<file path="src/sv/assert_macros.svh">
// assertion helpers
`ifndef ASSERT_MACROS_SVH
`define ASSERT_MACROS_SVH
`define ASSERT_CLK(lbl, prop, msg) \
    lbl: assert property (@(posedge aclk) disable iff (!aresetn) (prop)) else $error(msg);
`define ASSERT_NEXT(lbl, cond, res, msg) \
    lbl: assert property (@(posedge aclk) disable iff (!aresetn) (cond) |=> (res)) \
        else $error(msg);
`endif

</file>
<file path="src/sv/lltt_pkg.sv">
package lltt_pkg;
    localparam int TABLE_SIZE = 16;
    localparam int SLOT_W = $clog2(TABLE_SIZE);
    localparam logic [1:0] REG_RHO_THR = 2'd0;
    localparam logic [1:0] REG_ALPHA_THR = 2'd1;
    localparam logic [1:0] REG_INIT_AGE = 2'd2;
    localparam logic OP_SEGMENT = 1'b0;
    localparam logic OP_END_FRAME = 1'b1;

    typedef struct packed {
        logic        opcode;
        logic signed [31:0] rho;
        logic signed [31:0] alpha;
        logic signed [31:0] start_x;
        logic signed [31:0] start_y;
        logic signed [31:0] start_z;
        logic signed [31:0] end_x;
        logic signed [31:0] end_y;
        logic signed [31:0] end_z;
    } in_item_t;

    typedef struct packed {
        logic [31:0] landmark_id;
        logic signed [31:0] out_rho;
        logic signed [31:0] out_alpha;
        logic signed [31:0] out_start_x;
        logic signed [31:0] out_start_y;
        logic signed [31:0] out_start_z;
        logic signed [31:0] out_end_x;
        logic signed [31:0] out_end_y;
        logic signed [31:0] out_end_z;
        logic        table_empty;
        logic [15:0] dropped_count;
        logic        last;
    } out_item_t;

    typedef struct packed {
        logic [31:0] id;
        logic [31:0] rho;
        logic [31:0] alpha;
        logic [31:0] sx;
        logic [31:0] sy;
        logic [31:0] sz;
        logic [31:0] ex;
        logic [31:0] ey;
        logic [31:0] ez;
        logic [2:0]  age;
    } slot_t;

    typedef struct packed {
        logic              we;
        logic [SLOT_W-1:0] waddr;
        slot_t             wdata;
        logic [SLOT_W-1:0] raddr;
    } mem_ctl_t;

    typedef enum logic [2:0] {
        ST_IDLE, ST_SCAN, ST_AGE, ST_EMIT, ST_EMPTY
    } state_t;
endpackage

</file>
<file path="src/sv/lltt_slot_ram.sv">
module lltt_slot_ram (
    input  logic            aclk,
    input  lltt_pkg::mem_ctl_t ctl,
    output lltt_pkg::slot_t rdata
);
    import lltt_pkg::*;
    slot_t mem [TABLE_SIZE];
    always_ff @(posedge aclk) begin
        if (ctl.we) begin
            mem[ctl.waddr] <= ctl.wdata;
        end
        rdata <= mem[ctl.raddr];
    end
endmodule

</file>
<file path="config.mk">
export PLATFORM = sky130hd
export DESIGN_NAME = lltt_slot_ram
export DESIGN_NICKNAME = d
export VERILOG_FILES = /design/src/sv/assert_macros.svh /design/src/sv/lltt_pkg.sv /design/src/sv/lltt_slot_ram.sv
export SDC_FILE = /design/constraint.sdc
export NUM_CORES = 2
export LEC_CHECK = 0
export BUFFER_PORTS_ARGS = -buffer_cell sky130_fd_sc_hd__buf_2
export CAP_MARGIN = 30
export CORE_MARGIN = 1
export CORE_UTILIZATION = 60
export CTS_CLUSTER_DIAMETER = 120
export CTS_CLUSTER_SIZE = 30
export DETAILED_ROUTE_END_ITERATION = 10
export PLACE_DENSITY_LB_ADDON = 0.25
export SLEW_MARGIN = 20
export SYNTH_ARGS = -nofsm -noshare
export SYNTH_HDL_FRONTEND = slang
export SYNTH_MEMORY_MAX_BITS = 65536
export SYNTH_SLANG_ARGS = --single-unit
</file>
<file path="constraint.sdc">
create_clock -name aclk -period 56.2 [get_ports aclk]
set_clock_uncertainty 0.15 [all_clocks]
set_input_delay 2.81 -clock aclk [delete_from_list [all_inputs] [get_ports aclk]]
set_output_delay 2.81 -clock aclk [all_outputs]
set_load 0.005 [all_outputs]
</file>
==> results.md <==
- Pin count of the biggest net entering global routing: 134
- I/O pins: ~590
- Global-route met2 utilization: between 40% and 50%
- RR Endpoint: rdata[257]$_DFF_P_
- Worst EP required: between 50 and 60 ns
- Core box area: ~300000 sq um
- Hold Buf Count CTS: 0
- Row cnt: 200
- CTS Buffer Depth: 4
- # DRC: 0
- Primary FF master, synth: edfxtp_1
- M1 GR Usage: 38.41%
- Worst R2R Path Depth: 3
- Layout area overhead: 7.645%
- Leak Pwr: about 60 nW
- Most common cell in the synthesized netlist: edfxtp_1
- Vias per Instance: around 6.7
- DP Wirelength: approximately 210000 um
- Starting Density: 60.46%
- Arr. time, crit path: about 8.4 ns
- Fillers: ~19000
- Via count: approximately 82000
- Mapped Cells: 7582
- Post-Place Setup Slack: roughly 47 ns
- Power per Cell Area: roughly 32 nW/um^2
- Final setup vio count: 0
- Die span in x: about 550 um
- Die area: between 300000 and 400000 sq um
- Chip height: between 500 and 600 um
- Global-route wire length before repair: a little under 600000 um
- Routed WL: just over 400000 um
- Fmax: 129.5 MHz
- Clk Tree Root Cell: clkbuf_16
- CTS sink cnt: around 4900
- Most used routing layer: met2
- Tot Pwr: 0.006203 W
- Slew Limit Fails: 0
- Core Util, Final: around two thirds
- Cell taking the most area after synthesis: edfxtp_1
- Setup TNS: 0 ns
- RSZ-0062 raised after global routing: no
- Synth cell types: 21
- Post-CTS setup buffer count: 0
- Synth area leaders: edfxtp_1 (78%), mux4_2 (14%), dfxtp_1 (3.2%)
- Remaining global-route overflow: 0
- Top cell type's share of synthesized area: roughly 78%
- Ys Warns: 0
- Top cells by count, synth: edfxtp_1 (4656), mux4_2 (1086), a22oi_1 (616), dfxtp_1 (291), nand2_1 (287)
- Multi-input combinational cell area: about 32000 sq um
- Hold Crit Endpoint: rdata[230]$_DFF_P_
- GP Congestion: roughly 0.74
- Starting DRT DRC Count: 10780
- Vias in the first global route: just over 80000
- FF+latch count, synth: slightly below 5000
- Number of synthesized flops with an enable pin: roughly 4700
- Share of the yosys chip area belonging to registers: slightly above 80%
- Hold depth: 3
- CP startpoint kind: input pin
- Crit-path max FO: roughly 110
- Tightest Pin Transition: 1.047 ns
- Later-pin clock latency in the skew report: 0.92 ns
- Status: finished clean
- Syn avg cell area: between 20 and 25 sq um
- CTS tree: built
- VDD IR-drop max: about 0.037 mV
- Min Tclk post-route: just under 8 ns
- Hold Slack: ~0.52 ns
- Antenna violations before repair: around 140
- Ys async rst share: 0%
- TritonRoute pass-1 iters: 5
- R2R Setup Slk: 54.55 ns
- Mapped Area: about 180000 sq um
- Hold Path Class: reg2reg
- GR Util met3: just under 7%
- Clock slew at reported path FFs: approximately 0.11 ns
- Num CTS Buffers: about 190
- Final nets: 8445
- Hold Violations, Final: 0
- Worst Setup Path Type: in2reg
- Slew Limit Headroom: a little under a third
- I/O Buffers: about 590
- CP endpoint kind: register
- CTS HTree Levels: 4
- Post-synthesis net count: slightly below 8000
- Max_cap viols: 0
- Worst r2r src: mem[10][257]$_DFFE_PP_
- Hold path start: mem[4][230]$_DFFE_PP_
- Fin worst setup slack: about 48 ns
- Routed Antenna Nets: 0
- Seq. cell area: 145600 sq um
- Period utilization: a little over an eighth
- Routed WL per cell: roughly 33 um
- GRT Total Usage: approximately 27%
- CTS resizes: 0
- Layout cells sized above 1: 25.26%
logic make-up after synthesis:
kind of cell / Yosys count / share of synthesized area, %
buf+inv: 403 / 1.055
mux: 1247 / 14.51
flops: 4947 / 81.03
compound gates: 621 / 2.587
simple gates: 364 / 0.8187
where the power goes:
group	internal [W]	total [W]	switching, W
combinational	0.000142	0.000359	0.000217
sequential	0.00412	0.00415	0.0000312
clock	0.000648	0.00169	0.00105
total	0.00491	0.00620	0.00129
cells in the final DEF (no fill, tap or decap):
| cell | instances |
|---|---|
| mux2i_1 | 161 |
| nand3_1 | 40 |
| o21ai_1 | 5 |
| and2_4 | 2 |
| nor2_4 | 16 |
| nor2b_4 | 8 |
| dfxtp_1 | 291 |
| clkbuf_1 | 138 |
| inv_6 | 5 |
| inv_12 | 1 |
| buf_16 | 16 |
| and2_2 | 1 |
| clkinv_8 | 2 |
| clkbuf_16 | 187 |
| or3b_2 | 1 |
| nand3b_1 | 2 |
| clkinv_4 | 1 |
| buf_4 | 144 |
| diode_2 | 33 |
| and2_1 | 1 |
| inv_16 | 4 |
| nor3_2 | 4 |
| buf_12 | 27 |
| nand2b_1 | 2 |
| buf_8 | 2 |
| a22oi_1 | 616 |
| edfxtp_1 | 4656 |
| mux4_2 | 1086 |
| nand2_1 | 287 |
| clkbuf_8 | 1 |
| buf_2 | 587 |
flip-flops by register name (all words and copies together) (netlist names):
name   flops
mem     4656
rdata    291
worst max-delay path, stage by stage:
cell	delay (ns)
buf_12	0.60
buf_4	0.78
buf_4	0.73
buf_4	0.68
buf_4	0.73
buf_4	0.51
buf_16	0.29
mux4_2	0.54
a22oi_1	0.24
nand2_1	0.08
cell type report:
class / instances / area share, %
Sequential cell: 4947 / 75.28
Multi-Input combinational cell: 2232 / 16.74
Clock buffer: 326 / 2.694
Timing Repair Buffer: 776 / 2.600
Tap cell: 3939 / 2.547
Clock inverter: 13 / 0.09377
Antenna cell: 33 / 0.04268
how the worst max path moves through the flow:
stage | end | start | cells past startpoint
after floorplan | mem[0][0]$_DFFE_PP_ | ctl[297] | 2
after global placement | rdata[46]$_DFF_P_ | ctl[0] | 9
after detailed placement | rdata[35]$_DFF_P_ | ctl[0] | 9
after CTS | rdata[49]$_DFF_P_ | ctl[0] | 9
after global routing | rdata[35]$_DFF_P_ | ctl[0] | 10
final | rdata[35]$_DFF_P_ | ctl[0] | 10
metal layers:
| metal | wire length [um] | vias up |
|---|---|---|
| li1 | - | 33190 |
| met1 | 157000 | 43960 |
| met2 | 198100 | 3844 |
| met3 | 43770 | 588 |
| met4 | 10080 | 128 |
| met5 | 782 | - |
per-stage QoR:
stage | area [sq um] | instances
floorplan | 179700 | 7582
finish | 193500 | 12270
detailed placement | 187800 | 11890
global route | 193400 | 12250
CTS | 193100 | 12220
global placement | 187500 | 11880
No activity file was read; power rests on OpenSTA's default activity.
